$ cat src/hdl/hmpq_ram.sv
`timescale 1ns / 1ps
`default_nettype none

module hmpq_ram #(
	parameter int WIDTH = 32,
	parameter int DEPTH = 64
) (
	input  wire logic                     clk,
	input  wire logic                     we,
	input  wire logic [$clog2(DEPTH)-1:0] waddr,
	input  wire logic [WIDTH-1:0]         wdata,
	input  wire logic                     re,
	input  wire logic [$clog2(DEPTH)-1:0] raddr,
	output logic      [WIDTH-1:0]         rdata
);

	logic [WIDTH-1:0] mem_q [DEPTH];

	// Write one word, read one word registered
	always_ff @(posedge clk) begin
		if (we) begin
			mem_q[waddr] <= wdata;
		end
		if (re) begin
			rdata <= mem_q[raddr];
		end
	end

endmodule

`default_nettype wire

$ cat config.mk
export PLATFORM = sky130hd
export DESIGN_NAME = hmpq_ram
export DESIGN_NICKNAME = d
export VERILOG_FILES = /design/src/hdl/hmpq_ram.sv
export SDC_FILE = /design/constraint.sdc
export NUM_CORES = 2
export LEC_CHECK = 0
export CAP_MARGIN = 10
export CORE_UTILIZATION = 55
export DETAILED_ROUTE_END_ITERATION = 10
export DONT_BUFFER_PORTS = 1
export GPL_ROUTABILITY_DRIVEN = 0
export PLACE_DENSITY_LB_ADDON = 0.12
export SYNTH_ARGS = -nofsm -noshare
export SYNTH_HDL_FRONTEND = slang
export SYNTH_SLANG_ARGS = --single-unit
$ cat constraint.sdc
create_clock -name clk -period 8.65 [get_ports clk]
set_input_delay 1.73 -clock clk [delete_from_list [all_inputs] [get_ports clk]]
set_output_delay 1.73 -clock clk [all_outputs]
set_load 0.01 [all_outputs]
# Yosys cells after proc, flatten, opt, wreduce, memory -nomap -nowiden
# Memory sizes are Yosys's and may differ from the RTL's. A register that Yosys moved wholly into a read port is not among the register bits.
# Cells that the tools add are included.
dict set report totals {
  wordCells 3
  inputBits 47
  ram_bits 2048
  mem_count 1
  reg_bits 0
  output_inout_bits 32
}
# name depth width rd rd_ports_with_merged_regs write_ports line
set mem_list {}
lappend mem_list {mem_q 64 32 1 1 1 17} ;# logic [WIDTH-1:0] mem_q [DEPTH];
dict set report classes {
  muxes 2
}
# operator n
set ops {}
lappend ops {{$mux W1} 2}

# Logic depth before layout (Yosys ltp)
dict set report logic_depth {
  word_depth 2
  ltp_mapped 10
  mapped_depth_nobuf 5
}

# Worst setup path before layout
# OpenSTA, ideal clock, no wires.
dict set report synth_timing {
  path_type {input -> register}
  from {input waddr[3]}
  to {memory mem_q[48][0], enable pin}
  stages 4
  setup_time_ns 0.461
  t_required_ns 8.189
  arrival_time_ns 4.429
  n_path_buf 1
  slack_ns 3.760
  path_cell_list {clkbuf_1 > nor2b_1 > nand4b_1 > nor3_1}
}
# element line
set synth_rtl {}
lappend synth_rtl {{start: declaration} 10} ;# input wire logic [$clog2(DEPTH)-1:0] waddr,
lappend synth_rtl {{end: declaration} 17}
# No word-level cell before the write port.

==> impl_metrics.csv <==
group,metric,value,unit
hold_path,hold_path_class,"flip-flop to flip-flop",
clocking,cts_resized,0,
setup_path,path_delay_family,"multiplexers",
routing,drt_iter0_markers,4747,
synthesis,synth.avg_cell_area,23.72,um^2
setup_path,end_kind,"flip-flop",
setup_path,crit_type,"primary input to flip-flop",
clocking,cts-htree-levels,4,
power_and_ir_drop,p_seq_share,55.5,%
power_and_ir_drop,p_comb_share,3.2,%
routing,wire_per_inst,36.39,um
routing,vias_per_cell,6.601,
power_and_ir_drop,p_sw,3.983,mW
global_routing,grtUsageTotal,27.98,%
die,coreArea,141900,um^2
timing,setup_violations,0,
synthesis,synthCells,3324,
power_and_ir_drop,cellLeakagePower,26.89,nW
timing,tns,0,ns
final_layout,final_nets,3471,
die,initial_core_util,55.54,%
clocking,cts_buffers,203,
routing,met3_length,20800,um
timing,hold_viol,0,
clocking,numClockSinks,2080,
timing,fin_ws,3.888,ns
run_status,violations,"max-slew violations",
global_routing,grt_pass1_vias,37037,
setup_path,worstPathCellList,"mux4_2 > mux4_2 > o22ai_1 > nor2_1",
run_status,outcome,"complete, but fails checks",
setup_path,crit_path_frequent_cell,"mux4_2",
clocking,postCtsHoldBufs,0,
power_and_ir_drop,internal-power,16.25,mW
routing,wl_met2,98440,um
setup_path,required,9.17,ns
die,fp.dieArea,144900,um^2
placed_design,io_buffers,0,
timing,final_max_slew_viol_count,181,
synthesis,ys_seq_elements,2080,
timing,fin_skew,0.02513,ns
clocking,clockBufferDepth,3,
routing,wl_met1,75220,um
synthesis,async_flop_share,0,%
routing,highest_layer,"met4",
timing,max-slew-margin-rel,-32.95,%
power_and_ir_drop,cellPowerDensity,230.8,nW/um^2
final_layout,stdcell_count,5482,
timing,period_needed,4.762,ns
setup_path,cp_num_buf_inv,0,
routing,dr.pass1.iters,6,
final_layout,layout_commonest_cell,"edfxtp_1",
setup_path,arrival,5.28,ns
die,die_h,380.6,um
global_routing,grt_overflow,0,
power_and_ir_drop,p_sw_share,19.69,%
final_layout,mostFrequentLayoutCells,"2080 x edfxtp_1, 544 x mux4_2, 209 x clkbuf_16",
synthesis,synthFlopType,"edfxtp_1",
setup_path,critPathLaunchType,"primary input",
die,rows,138,
synthesis,synth_cell_types,33,
placed_design,dp.cells,5107,
setup_path,cp_max_fo,513,
synthesis,netlist_top_cells_area,"edfxtp_1 79%, mux4_2 16%, mux2i_1 1.2%, o22ai_1 0.67%, nor2_1 0.65%",
final_layout,finish.instance_area,87660,um^2
global_routing,grt_max_degree,514,
clocking,clk_pin_slew,0.06,ns
synthesis,synth_seq_area_share,79.23,%
final_layout,drive_gt1_share,26.60,%
synthesis,synth_nets,3371,
clocking,clock_latency,0.81,ns
synthesis,synth.cell_area,78840,um^2
routing,drc,0,
timing,worst_pin_slew,1.994,ns
placed_design,placed_area,81390,um^2
setup_path,max_stage_delay,1.17,ns
synthesis,yosysTopAreaCellShare,79.23,%
clocking,cts_setup_buffers,0,
synthesis,yosysWarnings,0,
power_and_ir_drop,totalPowerFinal,20.23,mW
die,fp.dieW,380.6,um
global_routing,grt_pass1_wl,281100,um
power_and_ir_drop,clkPwrFrac,41.3,%
clocking,cts_tree,"built",
routing,drt_wl_total,199500,um
global_routing,antenna_found_initial,8,
routing,ant_nets,0,
flow_run,maxCapViolCount,0,
routing,vias,36189,
power_and_ir_drop,irDropWorstVdd,0.2120,mV
synthesis,synth_edf_count,2080,
clocking,cts-root-buf,"clkbuf_16",
setup_path,cp_slowest_cell,"mux4_2",
placed_design,dp_slack,4.285,ns
timing,period_share,55.06,%
die,pin_count,79,
timing,rsz0062_at_grt,"no",
final_layout,syn2layout_area_growth,11.20,%
timing,fmax,210.0,MHz
placed_design,hpwl,103400,um
synthesis,synth_top_area_cell,"edfxtp_1",
-- worst paths after layout --
kind / depth (start not counted) / to / slack, ns / start
hold / removal: 4 / rdata[8] / 0.86 / mem_q[12][8]
setup reg to reg: 4 / rdata[31] / 5.97 / mem_q[46][31]
hold reg to reg: 4 / rdata[8] / 0.86 / mem_q[12][8]
setup / recovery: 4 / rdata[6] / 3.89 / raddr[0]
-- flip-flops by register name, summed over array words and instances (netlist names) --
register	count
rdata	32
mem_q	2048
-- layout make-up --
class / count / area [um^2]
tap: 1890 / 2365
timing repair buffer: 77 / 630.6
antenna: 2 / 5.005
multi-input combinational: 1062 / 15970
fill: 9629 / 54270
clock inverter: 107 / 798.3
sequential: 2080 / 62460
clock buffer: 264 / 5436
-- power by group through the flow --
stage          Sequential, mW  Combinational (mW)  Clock [mW]
2_1_floorplan            11.4               0.543           0
3_3_place_gp             11.4               0.628           0
3_5_place_dp             11.4               0.629           0
4_1_cts                  11.2               0.631        8.46
5_1_grt                  11.2               0.660        8.83
6_report                 11.2               0.648        8.35
-- logic make-up after synthesis --
logic type | Yosys count | share of synthesized area (%)
DFF | 2080 | 79.23
muxes | 637 | 16.72
and+or+nand+nor | 223 | 1.260
AOI/OAI and AO/OA | 202 | 1.666
buffers and inverters | 182 | 1.124
-- metal layers --
| metal | track usage (%) | vias to the layer above |
|---|---|---|
| met2 | 44.96 | 1762 |
| met1 | 37.95 | 19644 |
| met4 | 7.303 | 0 |
| li1 | - | 14517 |
| met5 | 0 | - |
| met3 | 8.149 | 266 |
-- worst min-delay path: cells and delay by family (launching register included) --
family | cells | cell delay [ns]
DFF | 1 | 0.33
and+or+nand+nor | 2 | 0.23
AOI/OAI and AO/OA | 1 | 0.11
muxes | 1 | 0.06
-- cell usage after synthesis (2+ instances only) --
library cell and n:
or3b_1 2, mux2i_1 93, nor3_1 7, buf_1 21, nand3_1 5, and2_1 2, nand3b_1 5, or3b_2 3
clkbuf_1 74, a21oi_1 62, a311oi_1 8, nand2_1 26, mux4_2 544, edfxtp_1 2080, o32ai_1 4, or3_1 3
o22ai_1 84, a41o_1 4, buf_2 57, o221ai_1 27, nand4_1 2, a22oi_1 12, nor2_1 137, buf_6 5
nor2b_1 15, nand2b_1 8, buf_4 25, and3_1 4
-- through the flow --
stage                     hold WS [ns]  util [%]
after detailed placement        0.8264     57.35
after floorplan                 0.7502         -
after global routing            0.9407     61.76
final                           0.8554     61.76
after CTS                       0.8397     61.74
after global placement          0.8178     57.30
No activity file was read; power rests on OpenSTA's default activity.
