File: src/hdl/hmpq_pkg.sv
`timescale 1ns / 1ps
`default_nettype none

package hmpq_pkg;

	// Field widths fixed by the command and result beats
	localparam int KEY_W    = 32;
	localparam int HANDLE_W = 6;
	localparam int COUNT_W  = 7;
	localparam int CMD_W    = 2;
	localparam int STAT_W   = 2;

	typedef enum logic [CMD_W-1:0] {
		CMD_PUT  = 2'd0,
		CMD_POP  = 2'd1,
		CMD_PEEK = 2'd2,
		CMD_DROP = 2'd3
	} cmd_t;

	typedef enum logic [STAT_W-1:0] {
		STAT_OK    = 2'd0,
		STAT_EMPTY = 2'd1,
		STAT_FULL  = 2'd2,
		STAT_BAD   = 2'd3
	} stat_t;

	// Step applied to the sorted entry chain
	typedef enum logic [1:0] {
		EOP_HOLD,
		EOP_INSERT,
		EOP_REMOVE
	} eop_t;

	// Step applied to the free-handle chain
	typedef enum logic [1:0] {
		FOP_HOLD,
		FOP_TAKE,
		FOP_GIVE
	} fop_t;

endpackage

`default_nettype wire

File: src/hdl/hmpq_entry_cell.sv
`timescale 1ns / 1ps
`default_nettype none

module hmpq_entry_cell #(
	parameter int AW = 6
) (
	input  wire logic                                 clk,
	input  wire logic                                 arst_n,
	input  wire hmpq_pkg::eop_t                       op,
	input  wire logic signed [hmpq_pkg::KEY_W-1:0]    bc_key,
	input  wire logic signed [hmpq_pkg::KEY_W-1:0]    bc_x,
	input  wire logic signed [hmpq_pkg::KEY_W-1:0]    bc_y,
	input  wire logic        [AW-1:0]                 bc_h,
	input  wire logic                                 prev_valid,
	input  wire logic                                 prev_before,
	input  wire logic signed [hmpq_pkg::KEY_W-1:0]    prev_key,
	input  wire logic signed [hmpq_pkg::KEY_W-1:0]    prev_x,
	input  wire logic signed [hmpq_pkg::KEY_W-1:0]    prev_y,
	input  wire logic        [AW-1:0]                 prev_h,
	input  wire logic                                 next_valid,
	input  wire logic signed [hmpq_pkg::KEY_W-1:0]    next_key,
	input  wire logic signed [hmpq_pkg::KEY_W-1:0]    next_x,
	input  wire logic signed [hmpq_pkg::KEY_W-1:0]    next_y,
	input  wire logic        [AW-1:0]                 next_h,
	output logic                                      valid,
	output logic                                      behind,
	output logic signed      [hmpq_pkg::KEY_W-1:0]    key,
	output logic signed      [hmpq_pkg::KEY_W-1:0]    x,
	output logic signed      [hmpq_pkg::KEY_W-1:0]    y,
	output logic             [AW-1:0]                 h
);

	import hmpq_pkg::*;

	logic ahead;
	logic valid_d;
	logic signed [KEY_W-1:0] key_d, x_d, y_d;
	logic [AW-1:0] h_d;

	// Order: larger key first, lower handle first among equal keys
	assign ahead  = valid && ((key > bc_key) || ((key == bc_key) && (h < bc_h)));
	assign behind = !ahead;

	// Pick this cell's next content from its neighbors or the broadcast
	always_comb begin
		valid_d = valid;
		key_d   = key;
		x_d     = x;
		y_d     = y;
		h_d     = h;
		unique case (op)
			EOP_HOLD: begin
			end
			EOP_INSERT: begin
				if (!ahead) begin
					if (prev_before) begin
						valid_d = prev_valid;
						key_d   = prev_key;
						x_d     = prev_x;
						y_d     = prev_y;
						h_d     = prev_h;
					end else begin
						valid_d = 1'b1;
						key_d   = bc_key;
						x_d     = bc_x;
						y_d     = bc_y;
						h_d     = bc_h;
					end
				end
			end
			EOP_REMOVE: begin
				if (!ahead) begin
					valid_d = next_valid;
					key_d   = next_key;
					x_d     = next_x;
					y_d     = next_y;
					h_d     = next_h;
				end
			end
			default: begin
			end
		endcase
	end

	always_ff @(posedge clk or negedge arst_n) begin
		if (!arst_n) begin
			valid <= 1'b0;
		end else begin
			valid <= valid_d;
		end
	end

	always_ff @(posedge clk) begin
		key <= key_d;
		x   <= x_d;
		y   <= y_d;
		h   <= h_d;
	end

endmodule

`default_nettype wire

File: config.mk
export PLATFORM = sky130hd
export DESIGN_NAME = hmpq_entry_cell
export DESIGN_NICKNAME = d
export VERILOG_FILES = /design/src/hdl/hmpq_pkg.sv /design/src/hdl/hmpq_entry_cell.sv
export SDC_FILE = /design/constraint.sdc
export NUM_CORES = 1
export LEC_CHECK = 0
export ABC_AREA = 1
export BUFFER_PORTS_ARGS = -buffer_cell sky130_fd_sc_hd__buf_2
export CAP_MARGIN = 20
export CORE_AREA = 2 2 162 164
export CTS_BUF_LIST = sky130_fd_sc_hd__clkbuf_8
export DETAILED_ROUTE_END_ITERATION = 10
export DIE_AREA = 0 0 164 166
export MAX_ROUTING_LAYER = met4
export PLACE_DENSITY = 0.48
export SYNTH_ARGS = -nofsm -noshare
export SYNTH_HDL_FRONTEND = slang
export SYNTH_SLANG_ARGS = --single-unit
File: constraint.sdc
create_clock -name clk -period 6.18 [get_ports clk]
set_clock_uncertainty 0.2 [all_clocks]
set_input_delay 1.236 -clock clk [delete_from_list [all_inputs] [get_ports clk]]
set_output_delay 1.236 -clock clk [all_outputs]
set_load 0.03 [all_outputs]
# [Word-level counts from Yosys, hierarchy flattened]
# Index checks and enable logic that the tools add are counted.
[op_classes] div_mod_pow=0 bitwise_logic=0 reduce_logical=6 add_sub_neg=0 mux=20 eq_ne=5 mul=0 order_cmp=2 shift=0
[ops] cell="2-to-1 mux 32 bit" count=9
[ops] cell="one-hot mux 32 bit (2 select lines)" count=3
[ops] cell="== test 32 bit" count=1
[ops] cell="> comparator 32 bit" count=1
[ops] cell="2-to-1 mux 6 bit" count=3
[ops] cell="one-hot mux 6 bit (2 select lines)" count=1
[ops] cell="less-than comparator 6 bit" count=1
[ops] cell="inequality test 2 bit (second input constant)" count=2
[ops] cell="2-to-1 mux 1 bit" count=3
[ops] cell="AND reduction 3 bit" count=1
[ops] cell="== test 2 x 1 -> 1 bit (second input constant)" count=1
[ops] cell="== test 2 bit (second input constant)" count=1
[ops] cell="logical AND 1 bit" count=2
[ops] cell="one-hot mux 1 bit (2 select lines)" count=1
[ops] cell="nonzero test 2 bit" count=1
[ops] cell="zero test 1 bit" count=1
[ops] cell="logical OR 1 bit" count=1
[totals] mem_bits_rw=0 output_inout_bits=104 memories=0 latch_bits=0 mem_bits_ro=0 word_cells=38 inputBits=313 register_bits=103

# [Depth between registers and ports, before layout]
[logic_depth] ltp_word=6 depth_mapped=19 mapped_depth_nobuf=19

# [Least setup slack after synthesis]
# Ideal clock, no wire load.
[synth_path] path_type="input -> register" startpoint="in bc_key[31] (netlist name)" endpoint="reg h[0] (enable)" setup_ns=0.456 t_arrival_ns=4.376 slack_ns=1.149 path_buffers=0 t_required_ns=5.524 path_stages=12 path_cell_list="inv_1 ha_1 a21oi_1 o21a_2 nand2_1 a21oi_2 nand2_1 nand2_1 nand3_2 nand2_4 nand2_2 inv_1"
[synth_between] elab_chain_cells=6 word_cells_on_any_way=8 cone_classes="1 x order compare; 3 x eq/ne; 4 x reduce/logical"
[synth_rtl] item="start, declared" line="hmpq_entry_cell.sv:10" rtl="input wire logic signed [hmpq_pkg::KEY_W-1:0] bc_key,"
[synth_rtl] item="parallel branches: the longest is 2 deep, another holds > comparator 32 bit"
[synth_rtl] item="logical OR 1 bit (*)" line="hmpq_entry_cell.sv:41" rtl="assign ahead = valid && ((key > bc_key) || ((key == bc_key) && (h < bc_h)));"
[synth_rtl] item="logical AND 1 bit (*)" line="hmpq_entry_cell.sv:41"
[synth_rtl] item="inequality test 2 bit (no line)"
[synth_rtl] item="AND reduction 3 bit (no line) (*)"
[synth_rtl] item="end signal, assigned" line="hmpq_entry_cell.sv:97" rtl="h <= h_d;"
[synth_rtl] item="end, declared" line="hmpq_entry_cell.sv:30" rtl="output logic [AW-1:0] h"
# Mark *: on every way between the ends.
# A chain may end at the register's enable or synchronous reset.

# [Final worst setup path]
[layout_path] startpoint="in bc_key[31] (netlist name)" endpoint="out behind"
[layout_between] elab_chain_cells=5 word_cells_on_any_way=6 cone_classes="1 x order compare; 1 x eq/ne; 4 x reduce/logical"
[layout_rtl] item="parallel branches: the longest is 2 deep, another holds > comparator 32 bit"
[layout_rtl] item="logical OR 1 bit (*)" line="hmpq_entry_cell.sv:41"
[layout_rtl] item="logical AND 1 bit (*)" line="hmpq_entry_cell.sv:41"
[layout_rtl] item="zero test 1 bit (*)"
[layout_rtl] item="end, declared" line="hmpq_entry_cell.sv:26" rtl="output logic behind,"
# Marked as above.

==> results by group <==
Outcome
  • Status: finished clean

GRT
  • Vias in the first global route: 6,222
  • Initial antenna violation count: 2
  • Global Route Usage Sum: 0.164
  • First-pass GRT wire length: 33,500 µm
  • Largest net degree at the start of global routing: 109
  • Grt ovf: 0

Clock network
  • CTS-repair resized insts: 0
  • CTS tree: done
  • CTS Sinks: 103
  • Largest buffer count on any clock path: 2
  • Worst skew pair latency: 0.38 ns
  • Clock slew at reported path FFs: 0.09 ns
  • Root Driver: clkbuf_8
  • CTS buffer count: 9
  • Hold Buf Count CTS: 0
  • Setup bufs post-CTS: 0
  • H-tree depth: 3

Pwr
  • Peak supply drop: 0.0809 mV
  • Leak: 4.32 nW
  • PD cells: 234 nW/µm²

Critical path
  • Worst Setup SP: bc_key[31]
  • WS Path Type: primary input to output pin
  • Reg2reg start: key[31]
  • Setup crit end kind: output pin
  • CP required: 4.74 ns
  • Worst reg2reg setup slack: 3.01 ns
  • Launching element type of the critical path: primary input
  • Data arrival, critical path: 2.86 ns
  • Critical path fanouts, max: 4

STA
  • Max Slew Vio Count: 0
  • Max frequency: 233 MHz
  • Worst Tran Pin Value: 1.04 ns
  • Tcrit/Tclk final: 0.695
  • Setup violators final: 0
  • Unrepaired setup endpoints after global routing: false
  • Final setup TNS: 0 ns
  • Fin. Hold Viols: 0
  • Fin crit period: 4.29 ns
  • Max_slew headroom: 0.308

Logic synthesis
  • Post-synthesis simple-gate area fraction: 0.237
  • Seq/Total Area, Yosys: 0.499
  • Cells after Synth: 737
  • Syn_nets: 1,087
  • Post-Syn Area: 6180 µm²
  • Post-synth top flop: edfxtp_1
  • Post-synthesis mux area share: 0
  • Largest area contributor in the netlist: edfxtp_1
  • Most frequent cell after synthesis: nand2_1
  • Synth async-reset ratio: 0.00971
  • Adder-Cell Fraction of Synth Area: 0.0749
  • Synth Warn #: 0
  • List of most frequent post-synthesis cells: 247 x nand2_1, 110 x nor2_1, 102 x a31oi_1, 102 x edfxtp_1, 47 x inv_1
  • Synth cell types: 30
  • FF+latch count, synth: 103
  • Proportion of netlist area held by the largest area contributor: 0.495
  • Synth Area in Compound Gates: 0.126
  • EDFF count, synth: 102
  • Largest family of logic cells by synthesized area: simple AND/OR/NAND/NOR gates
  • Post-Synth XOR/XNOR Area: 0
  • Area contributors post-synth: edfxtp_1 50%, nand2_1 15%, a31oi_1 10%
  • Mean Syn Cell Area: 8.39 µm²

Final layout
  • Layout cell share with drive strength beyond 1: 0.402
  • Design Area, Final: 8760 µm²
  • Fin nets: 1,475
  • Fillers: 2,764
  • Multi-input logic area: 2710 µm²
  • Register area: 3090 µm²
  • P&R area growth vs syn: 41.6%

Placement
  • RD Place Congestion: 0.790
  • IO Port Bufs: 416
  • Post-DP HPWL: 17,400 µm
  • Placed inst area: 8560 µm²

Floorplan
  • Io pins: 417
  • Die ar.: 27,200 µm²
  • Chip height: 166 µm
  • Cell Rows: 59
  • Core region area: 25,600 µm²
  • Starting Density: 0.241
  • Die W: 164 µm

Drt
  • Total number of vias: 6,390
  • DRT antenna net count: 0
  • Pre-antenna DRT Iters: 6
  • Wire length per cell: 15.2 µm
  • Routed WL: 22,300 µm
  • Vias per cell: 4.35
  • DRC Markers: 0
  • Starting DRC count in detailed routing: 243

Hold path
  • Worst Min Path Start: valid
  • Min-delay worst type: flop to flop

Job
  • Max-cap violations: 0
## metrics by stage
step           hold WS [ns]  setup slack (ns)   util  std cells  power (W)
2_1_floorplan         0.461              1.15      -        737    0.00137
3_3_place_gp          0.296              1.86  0.334       1449    0.00165
3_5_place_dp          0.294              1.86  0.334       1449    0.00165
4_1_cts               0.318              1.86  0.342       1465    0.00209
5_1_grt               0.348              1.78  0.342       1467    0.00218
6_report              0.316              1.89  0.342       1468    0.00205
## cell type report
class                   count  share of cell area
multi-input cells         537               0.310
repair buffers            422               0.245
clock buffers               9              0.0141
well taps                 335              0.0479
diodes                      3            0.000857
inverters                  52              0.0227
flip-flops and latches    103               0.353
clock inverters             7             0.00757
## metal layers
metal | vias to the layer above | GRT usage | part of all wire
li1 | 3287 | - | -
met5 | - | - | 0
met4 | 0 | 0.0408 | 0.017
met3 | 19 | 0.0387 | 0.068
met2 | 254 | 0.281 | 0.49
met1 | 2830 | 0.193 | 0.43
## power by group
group,switching [W],internal [W],total (W),leakage [nW]
combinational,0.000467,0.000226,0.000694,3.24
clock,0.000271,0.000156,0.000427,0.100
sequential,0.0000313,0.000895,0.000927,0.985
## sequential cells by signal (all words and copies together) (netlist names)
register and flops:
h 6, key 32, valid 1, x 32, y 32
## worst max-delay path, stage by stage
cell and delay (ns):
buf_2 0.10, inv_1 0.04, ha_1 0.34, a21oi_1 0.26, o21a_2 0.17, nand2_1 0.06
a21oi_2 0.16, nand2_1 0.07, nand2_1 0.07, nand3_2 0.08, nand2_4 0.07, buf_2 0.21
## layout by cell type, fill, tap and decap left out, drive strengths merged
| cell type | n |
|---|---|
| nand2 | 251 |
| nand3 | 5 |
| clkbuf | 9 |
| nor2 | 113 |
| o221ai | 1 |
| a21o | 1 |
| ha | 37 |
| or2 | 1 |
| inv | 54 |
| diode | 3 |
| a31oi | 102 |
| a21oi | 16 |
| edfxtp | 102 |
| o21ai | 4 |
| o21a | 2 |
| a21boi | 1 |
| nand4 | 3 |
| buf | 422 |
| clkinv | 5 |
| dfrtp | 1 |
## path summary, 6_finish.rpt
kind,endpoint,cells past startpoint
worst max-delay path,behind,12
worst min register to register,valid,2
max in group asynchronous,valid,1
min in group asynchronous,valid,1
worst max register to register,y[18],12
worst min-delay path,valid,2
## logic make-up (layout without fill, tap and decap cells)
family / Yosys count / in the layout
other: 0 / 3
and+or+nand+nor: 373 / 373
AOI/OAI and AO/OA: 127 / 127
adders and majority gates: 37 / 37
buffers and inverters: 97 / 490
DFF: 103 / 103
Note: power is estimated with default switching activity, not from simulation.
