===== src/hdl/hmpq_pkg.sv =====
`timescale 1ns / 1ps
`default_nettype none

package hmpq_pkg;

	// Field widths fixed by the command and result beats
	localparam int KEY_W    = 32;
	localparam int HANDLE_W = 6;
	localparam int COUNT_W  = 7;
	localparam int CMD_W    = 2;
	localparam int STAT_W   = 2;

	typedef enum logic [CMD_W-1:0] {
		CMD_PUT  = 2'd0,
		CMD_POP  = 2'd1,
		CMD_PEEK = 2'd2,
		CMD_DROP = 2'd3
	} cmd_t;

	typedef enum logic [STAT_W-1:0] {
		STAT_OK    = 2'd0,
		STAT_EMPTY = 2'd1,
		STAT_FULL  = 2'd2,
		STAT_BAD   = 2'd3
	} stat_t;

	// Step applied to the sorted entry chain
	typedef enum logic [1:0] {
		EOP_HOLD,
		EOP_INSERT,
		EOP_REMOVE
	} eop_t;

	// Step applied to the free-handle chain
	typedef enum logic [1:0] {
		FOP_HOLD,
		FOP_TAKE,
		FOP_GIVE
	} fop_t;

endpackage

`default_nettype wire


===== src/hdl/hmpq_free_cell.sv =====
`timescale 1ns / 1ps
`default_nettype none

module hmpq_free_cell #(
	parameter int AW    = 6,
	parameter int INDEX = 0
) (
	input  wire logic          clk,
	input  wire logic          arst_n,
	input  wire hmpq_pkg::fop_t op,
	input  wire logic [AW-1:0] bc_h,
	input  wire logic          prev_valid,
	input  wire logic          prev_before,
	input  wire logic [AW-1:0] prev_h,
	input  wire logic          next_valid,
	input  wire logic [AW-1:0] next_h,
	output logic               valid,
	output logic               behind,
	output logic      [AW-1:0] h
);

	import hmpq_pkg::*;

	// Free handles are kept in ascending order, lowest at the head
	assign behind = !valid || (bc_h < h);

	// Shift out the head, or slot a returned handle into place
	always_ff @(posedge clk or negedge arst_n) begin
		if (!arst_n) begin
			valid <= 1'b1;
			h     <= AW'(INDEX);
		end else begin
			unique case (op)
				FOP_HOLD: begin
				end
				FOP_TAKE: begin
					valid <= next_valid;
					h     <= next_h;
				end
				FOP_GIVE: begin
					if (behind) begin
						if (prev_before) begin
							valid <= prev_valid;
							h     <= prev_h;
						end else begin
							valid <= 1'b1;
							h     <= bc_h;
						end
					end
				end
				default: begin
				end
			endcase
		end
	end

endmodule

`default_nettype wire


===== config.mk =====
export PLATFORM = sky130hd
export DESIGN_NAME = hmpq_free_cell
export DESIGN_NICKNAME = d
export VERILOG_FILES = /design/src/hdl/hmpq_pkg.sv /design/src/hdl/hmpq_free_cell.sv
export SDC_FILE = /design/constraint.sdc
export NUM_CORES = 1
export LEC_CHECK = 0
export BUFFER_PORTS_ARGS = -buffer_cell sky130_fd_sc_hd__buf_2
export CAP_MARGIN = 20
export CORE_MARGIN = 2
export CORE_UTILIZATION = 42
export DETAILED_ROUTE_END_ITERATION = 16
export PLACE_DENSITY = 0.83
export SYNTH_ARGS = -nofsm -noshare
export SYNTH_HDL_FRONTEND = slang
export SYNTH_SLANG_ARGS = --single-unit

===== constraint.sdc =====
create_clock -name clk -period 1.98 [get_ports clk]
set_input_delay 0.198 -clock clk [delete_from_list [all_inputs] [get_ports clk]]
set_output_delay 0.198 -clock clk [all_outputs]
set_load 0.01 [all_outputs]

Word-level counts from Yosys, hierarchy flattened --
Cells that the tools add are included. Widths: inputs -> output; s select.
Word-level totals: input port bits 25, logic and storage cells 16, register bits after elaboration 7
Operators by class: equal/unequal tests 3, $lt $le $gt $ge 1, mux-type cells 6, reduce and logical (&&, ||, !) cells 4
Operator list (number):
- $mux 6 | 2
- $pmux 6 s2 | 1
- $lt 6x6->1 | 1
- $eq 2x1->1 const B | 1
- $eq 2x2->1 const B | 1
- $mux 1 | 2
- $ne 2x2->1 const B | 1
- $pmux 1 s2 | 1
- $reduce_and 2->1 | 1
- $reduce_bool 2->1 | 1
- $logic_not 1->1 | 1
- $logic_or 1x1->1 | 1

Depth between registers and ports, before layout --
Gate-level depths: netlist of run 1.
depth after elaboration 4, mapped depth 7, depth with buffers taken out 6

Worst setup path before layout of run 1 --
OpenSTA, ideal clock, no wires.
path kind register to register, start point register h[5], end point register h[0], setup slack 0.224 ns, data required time 1.855 ns, arrival 1.631 ns, setup time 0.125 ns, stages on the path, launching flop included 8, buffers on the path 1, cells stage by stage dfrtp_1 > inv_1 > ha_1 > a21oi_4 > o221ai_2 > a22o_1 > buf_6 > mux2_4
On the way: cells in the longest elaborated chain, start to end 4
RTL lines:
- from (decl) | RTL line hmpq_free_cell.sv:19 | output logic [AW-1:0] h
- from (signal assigned) | RTL line hmpq_free_cell.sv:31 | h <= AW'(INDEX);
- from (signal assigned) | RTL line hmpq_free_cell.sv:38 | h <= next_h;
- from (signal assigned) | RTL line hmpq_free_cell.sv:44 | h <= prev_h;
- $lt 6x6->1 | RTL line hmpq_free_cell.sv:25 | assign behind = !valid || (bc_h < h);
- $logic_or 1x1->1 | RTL line hmpq_free_cell.sv:25
- $ne 2x2->1 (no line)
- $reduce_and 2->1 (no line)
No other way between the ends. A chain may end at the register's enable or synchronous reset.

Final worst setup path of run 1 --
start point register h[5], end point register h[4]
Same word-level chain as after synthesis.

==> results of run 1 <==
flip-flops by register name, indices dropped and copies added (netlist names):
| signal | flops |
|---|---|
| h | 6 |
| valid | 1 |
placed cells by master, fill, tap and decap left out, types with 2 or more instances in the layout:
cell	count
nand2_1	4
mux2_4	2
a21oi_1	6
inv_1	5
nor2_1	5
o21ai_0	2
mux2i_1	11
buf_4	2
buf_2	32
clkbuf_4	3
ha_1	5
nand2b_1	2
dfrtp_1	6
layout make-up:
class	instances	share of cell area
Multi-Input combinational cell	45	0.463
Sequential cell	7	0.223
Timing Repair Buffer	35	0.234
Inverter	5	0.0237
Clock buffer	4	0.0332
Tap cell	15	0.0237
power by group:
| group | leakage, nW | switching, W | total (W) | internal, W |
|---|---|---|---|---|
| clock network | 0.0150 | 0.0000618 | 0.000139 | 0.0000775 |
| logic | 0.346 | 0.000190 | 0.000373 | 0.000183 |
| registers | 0.0819 | 0.0000334 | 0.000232 | 0.000199 |
| total | 0.442 | 0.000285 | 0.000744 | 0.000459 |
metal layers:
layer  share of wire  wire length [microns]  track usage
met3           0.065                     89       0.0652
met2            0.51                    697        0.348
met5               0                      0            0
met4          0.0058                      8       0.0726
met1            0.42                    573        0.237
logic make-up (layout without fill, tap and decap cells):
family,Yosys count,in the layout,synth area share
muxes,13,13,0.242
and+or+nand+nor,15,15,0.127
AOI/OAI and AO/OA,12,12,0.153
adders and majority gates,5,5,0.108
buffers and inverters,8,44,0.0648
DFF,7,7,0.305
path summary, 6_finish.rpt:
kind / from / end / cells past startpoint
max in group asynchronous: arst_n / valid / 2
max: h[5] / h[4] / 7
min: next_h[2] / h[2] / 3
max reg2reg: h[5] / h[4] / 7
min reg2reg: h[0] / h[0] / 1
min in group asynchronous: arst_n / h[2] / 2
timing repair:
action | CTS | global route
endpoints found under the hold margin | 7 | 0
endpoints found under the setup margin | 0 | 1
resized for setup | 0 | 1
hold buffers | 1 | 0
through the flow:
stage,area [sq um],hold WS [ns]
floorplan,579,-0.0976
global placement,754,0.0397
detailed placement,754,0.0456
CTS,791,0.222
global route,792,0.254
finish,792,0.232
critical path, delay by kind of cell, from the launching register on:
family	cells	cell delay (ns)
AO/OA/AOI/OAI	2	0.45
multiplexers	1	0.21
buffers and inverters	2	0.22
adder cells (fa/ha/maj)	1	0.36
flip-flops	1	0.34
AND/OR/NAND/NOR	1	0.10
==> impl_metrics.py, run 1 <==
metrics = {
    "setup_path": {
        "cp-end-kind": "flip-flop",
        "crit_path_cell_trace": "inv_1, ha_1, nand2_1, o221ai_2, a22o_2, buf_4, mux2i_1",
        "cp-start-kind": "flip-flop",
        "cp_max_fo": 4,
        "required_ns": 2.16,
        "critPathSlowestCell": "ha_1",
        "max_stage_delay_ns": 0.36,
        "crit_type": "reg2reg",
        "cp_data_arrival_time_ns": 1.94,
        "regToRegSetupSlack_ns": 0.22,
    },
    "power_and_ir_drop": {
        "finalPower_w": 0.000744,
        "powerDensity_nw_per_um2": 939,
        "vdd_ir_drop_max_v": 0.000442,
        "p_leak_nw": 0.442,
    },
    "layout": {
        "multiInputGateArea_sq_um": 367,
        "diodes": 0,
        "drive_above_1_share": 0.469,
        "areaGrowthSynthToFinish_pct": 36.7,
        "nets": 127,
        "final_core_util": 0.609,
        "layoutNonFillerInstCount": 111,
        "fill_cells": 124,
        "register_area_sq_um": 176,
    },
    "synth": {
        "mappedNetlistArea_sq_um": 579,
        "synth-main-ff-cell": "dfrtp_1",
        "synth-seq-cells": 7,
        "yosys.area.top_type_share": 0.259,
        "synth-edff-count": 0,
        "synth_area_per_cell_sq_um": 9.66,
        "syn_inst": 60,
        "syn_nets": 90,
        "yosys.area.top_type": "dfrtp_1",
        "yosysMostFrequentCell": "mux2i_1",
        "synthTopCellsByArea": "dfrtp_1 26%, mux2i_1 19%, ha_1 11%, a21oi_1 5.2%, mux2_4 5.2%",
        "synthArstFlopShare": 1.00,
        "synthTopCellsByCount": "11 x mux2i_1, 6 x a21oi_1, 6 x dfrtp_1",
        "yosysWarnings": 0,
        "yosysSeqAreaShare": 0.305,
        "yosysUniqueCellTypes": 21,
    },
    "detailed_routing": {
        "avgRoutedWirePerCell_microns": 12.3,
        "drtAntennaViolNets": 0,
        "first_pass_iters": 3,
        "vias": 556,
        "avgViaCountPerCell": 5.01,
        "routed_wl_mm": 1.37,
        "drt_iter0_drc": 4,
        "drc_errors": 0,
    },
    "floorplan": {
        "initial_utilization": 0.445,
        "rows": 13,
        "die_x_microns": 41.1,
        "io_pins": 33,
        "core_area_sq_um": 1300,
        "dieHeight_microns": 41.1,
        "fp.dieArea_sq_um": 1690,
    },
    "clock_network": {
        "clockRootBuffer": "clkbuf_4",
        "clk_pin_slew_ns": 0.06,
        "clock-sinks": 7,
        "numCtsBuffers": 3,
        "insertion_delay_ns": 0.26,
        "post-cts-setup-buffers": 0,
        "h-tree-depth": 1,
        "cts_tree": "done",
        "clk_path_buf_depth": 2,
    },
    "sta": {
        "period_needed_ns": 1.76,
        "setup-violations-final": 0,
        "tightest_slew_ns": 0.201,
        "tns_ns": 0,
        "finClkSkew_ns": 0.00542,
        "period_share": 0.890,
        "finalHoldViolCount": 0,
        "maxSlewViolCount": 0,
        "slew_headroom": 0.866,
        "rsz0062_at_grt": "no",
        "setup_slack_ns": 0.217,
        "max_freq_ghz": 0.567,
    },
    "global_routing": {
        "grt_max_degree": 15,
        "grt_pass1_wl_mm": 2.13,
        "overflow": 0,
        "antenna_found_initial": 0,
        "grt_pass1_vias": 499,
        "grt_use_total": 0.204,
    },
    "placement": {
        "hpwl_mm": 1.11,
        "place_ws_ns": 0.167,
        "port_buffers": 32,
        "post-place-cells": 106,
        "gp_congestion": 0.785,
    },
    "status": {
        "run_status": "complete, no violations",
    },
    "worst_hold_path": {
        "hold_class": "in2reg",
    },
    "flow_run": {
        "cap_viol_max_count": 0,
    },
}
Note: power is estimated with default switching activity, not from simulation.
==> run 2, diff against run 1 <==
--- a/config.mk
+++ b/config.mk
@@ -11,6 +11,7 @@
 export CORE_UTILIZATION = 42
 export DETAILED_ROUTE_END_ITERATION = 16
 export PLACE_DENSITY = 0.83
+export SETUP_SLACK_MARGIN = 0.5
 export SYNTH_ARGS = -nofsm -noshare
 export SYNTH_HDL_FRONTEND = slang
 export SYNTH_SLANG_ARGS = --single-unit
==> impl_metrics.py, run 2 (synthesis gave the netlist of run 1 again) <==
metrics = {
    "clock_network": {
        "insertion_delay_ns": 0.25,
        "h-tree-depth": 1,
        "clock-sinks": 7,
        "cts_tree": "done",
        "clockRootBuffer": "clkbuf_4",
        "clk_path_buf_depth": 2,
        "numCtsBuffers": 3,
        "clk_pin_slew_ns": 0.06,
    },
    "placement": {
        "dpl_cell_area_sq_um": 783,
        "port_buffers": 32,
        "gp_congestion": 0.738,
        "hpwl_mm": 1.21,
        "place_ws_ns": 0.236,
    },
    "global_routing": {
        "grt_pass1_vias": 600,
        "grt_max_degree": 15,
        "overflow": 0,
        "grt_use_total": 0.251,
        "grt_pass1_wl_mm": 2.69,
        "antenna_found_initial": 0,
    },
    "floorplan": {
        "io_pins": 33,
        "fp.dieArea_sq_um": 1690,
        "core_area_sq_um": 1300,
        "rows": 13,
        "initial_utilization": 0.445,
        "die_x_microns": 41.1,
        "dieHeight_microns": 41.1,
    },
    "sta": {
        "max_freq_ghz": 0.595,
        "maxSlewViolCount": 0,
        "period_needed_ns": 1.68,
        "slew_headroom": 0.881,
        "finalHoldViolCount": 0,
        "setup-violations-final": 0,
        "tightest_slew_ns": 0.174,
        "finClkSkew_ns": 0.00397,
        "setup_slack_ns": 0.299,
        "tns_ns": 0,
        "period_share": 0.849,
        "rsz0062_at_grt": "yes",
    },
    "setup_path": {
        "crit_buf_inv": 2,
        "crit_family": "flip-flops",
        "cp-start-kind": "flip-flop",
        "crit_type": "reg2out",
        "crit_path_cell_trace": "inv_2, ha_4, nand4_1, o221ai_2, nand2_1, buf_2",
        "cp_max_fo": 3,
        "max_stage_delay_ns": 0.37,
        "cp_data_arrival_time_ns": 1.48,
        "critPathSlowestCell": "dfrtp_1",
        "required_ns": 1.78,
        "cp-end-kind": "output pin",
    },
    "layout": {
        "design_area_sq_um": 912,
        "areaGrowthSynthToFinish_pct": 57.5,
        "nets": 135,
        "top_regs": "h (6), valid (1)",
        "final_cell_mix": "32 x buf_2, 11 x mux2i_1, 7 x buf_4, 6 x dfrtp_1",
        "drive_above_1_share": 0.577,
        "diodes": 0,
        "largest-register": "h",
        "fill_cells": 113,
        "layout_commonest_cell": "buf_2",
        "largest_reg_flops": 6,
    },
    "power_and_ir_drop": {
        "powerDensity_nw_per_um2": 978,
        "vdd_ir_drop_max_v": 0.000623,
        "p_leak_nw": 0.485,
    },
    "status": {
        "run_status": "complete, no violations",
    },
    "worst_hold_path": {
        "hold_class": "in2reg",
    },
    "detailed_routing": {
        "drc_errors": 0,
        "avgRoutedWirePerCell_microns": 14.4,
        "routed_wl_mm": 1.72,
        "drt_iter0_drc": 6,
        "avgViaCountPerCell": 5.13,
        "vias": 611,
        "drtAntennaViolNets": 0,
        "first_pass_iters": 4,
    },
    "flow_run": {
        "cap_viol_max_count": 0,
    },
}
run 2: power by group:
part           switching (W)  total [W]  internal, W  leakage, nW
Sequential         0.0000371   0.000236     0.000199       0.0819
Combinational       0.000237   0.000520     0.000283        0.388
Clock              0.0000593   0.000137    0.0000773       0.0150
run 2: metrics by stage:
step / power (W) / hold WS, ns / util / cells
floorplan: 0.000510 / -0.0976 / - / 60
global placement: 0.000623 / 0.0449 / 0.602 / 106
detailed placement: 0.000644 / 0.0462 / 0.602 / 106
CTS: 0.000852 / 0.239 / 0.680 / 117
global route: 0.000958 / 0.262 / 0.701 / 119
finish: 0.000892 / 0.239 / 0.701 / 119
run 2: routing by layer:
metal	GRT usage	wire, microns
met5	0	0
met2	0.469	946
met4	0.0726	12
met3	0.0652	90
met1	0.272	666
run 2: tightest hold or removal path, cell delays in order:
cell     delay (ns)
buf_2          0.08
a21oi_1        0.06
mux2i_1        0.11
run 2: what timing repair did:
action                                  in CTS  in global routing
buffers inserted                             6                  2
gates resized for setup                      6                  2
endpoints found under the hold margin        7                  0
pin swaps                                    5                  0
endpoints found under the setup margin       8                  8
hold buffers                                 1                  0
run 2: final cells by class:
cell class              count  area [sq um]  share of cell area
clock buffers               4          26.3              0.0288
inverters                   5          18.8              0.0206
multi-input cells          45           415               0.455
flip-flops and latches      7           176               0.193
well taps                  15          18.8              0.0206
repair buffers             43           256               0.281
run 2: path summary, 6_finish.rpt:
| check | end | slack, ns | start | cells after the start |
|---|---|---|---|---|
| setup reg to reg | h[0] | 0.33 | h[5] | 6 |
| hold / removal | h[2] | 0.24 | next_h[2] | 3 |
| min in group asynchronous | h[4] | 0.31 | arst_n | 2 |
| hold reg to reg | h[2] | 0.55 | h[2] | 2 |
| setup / recovery | behind | 0.30 | h[5] | 6 |
| max in group asynchronous | valid | 1.43 | arst_n | 2 |
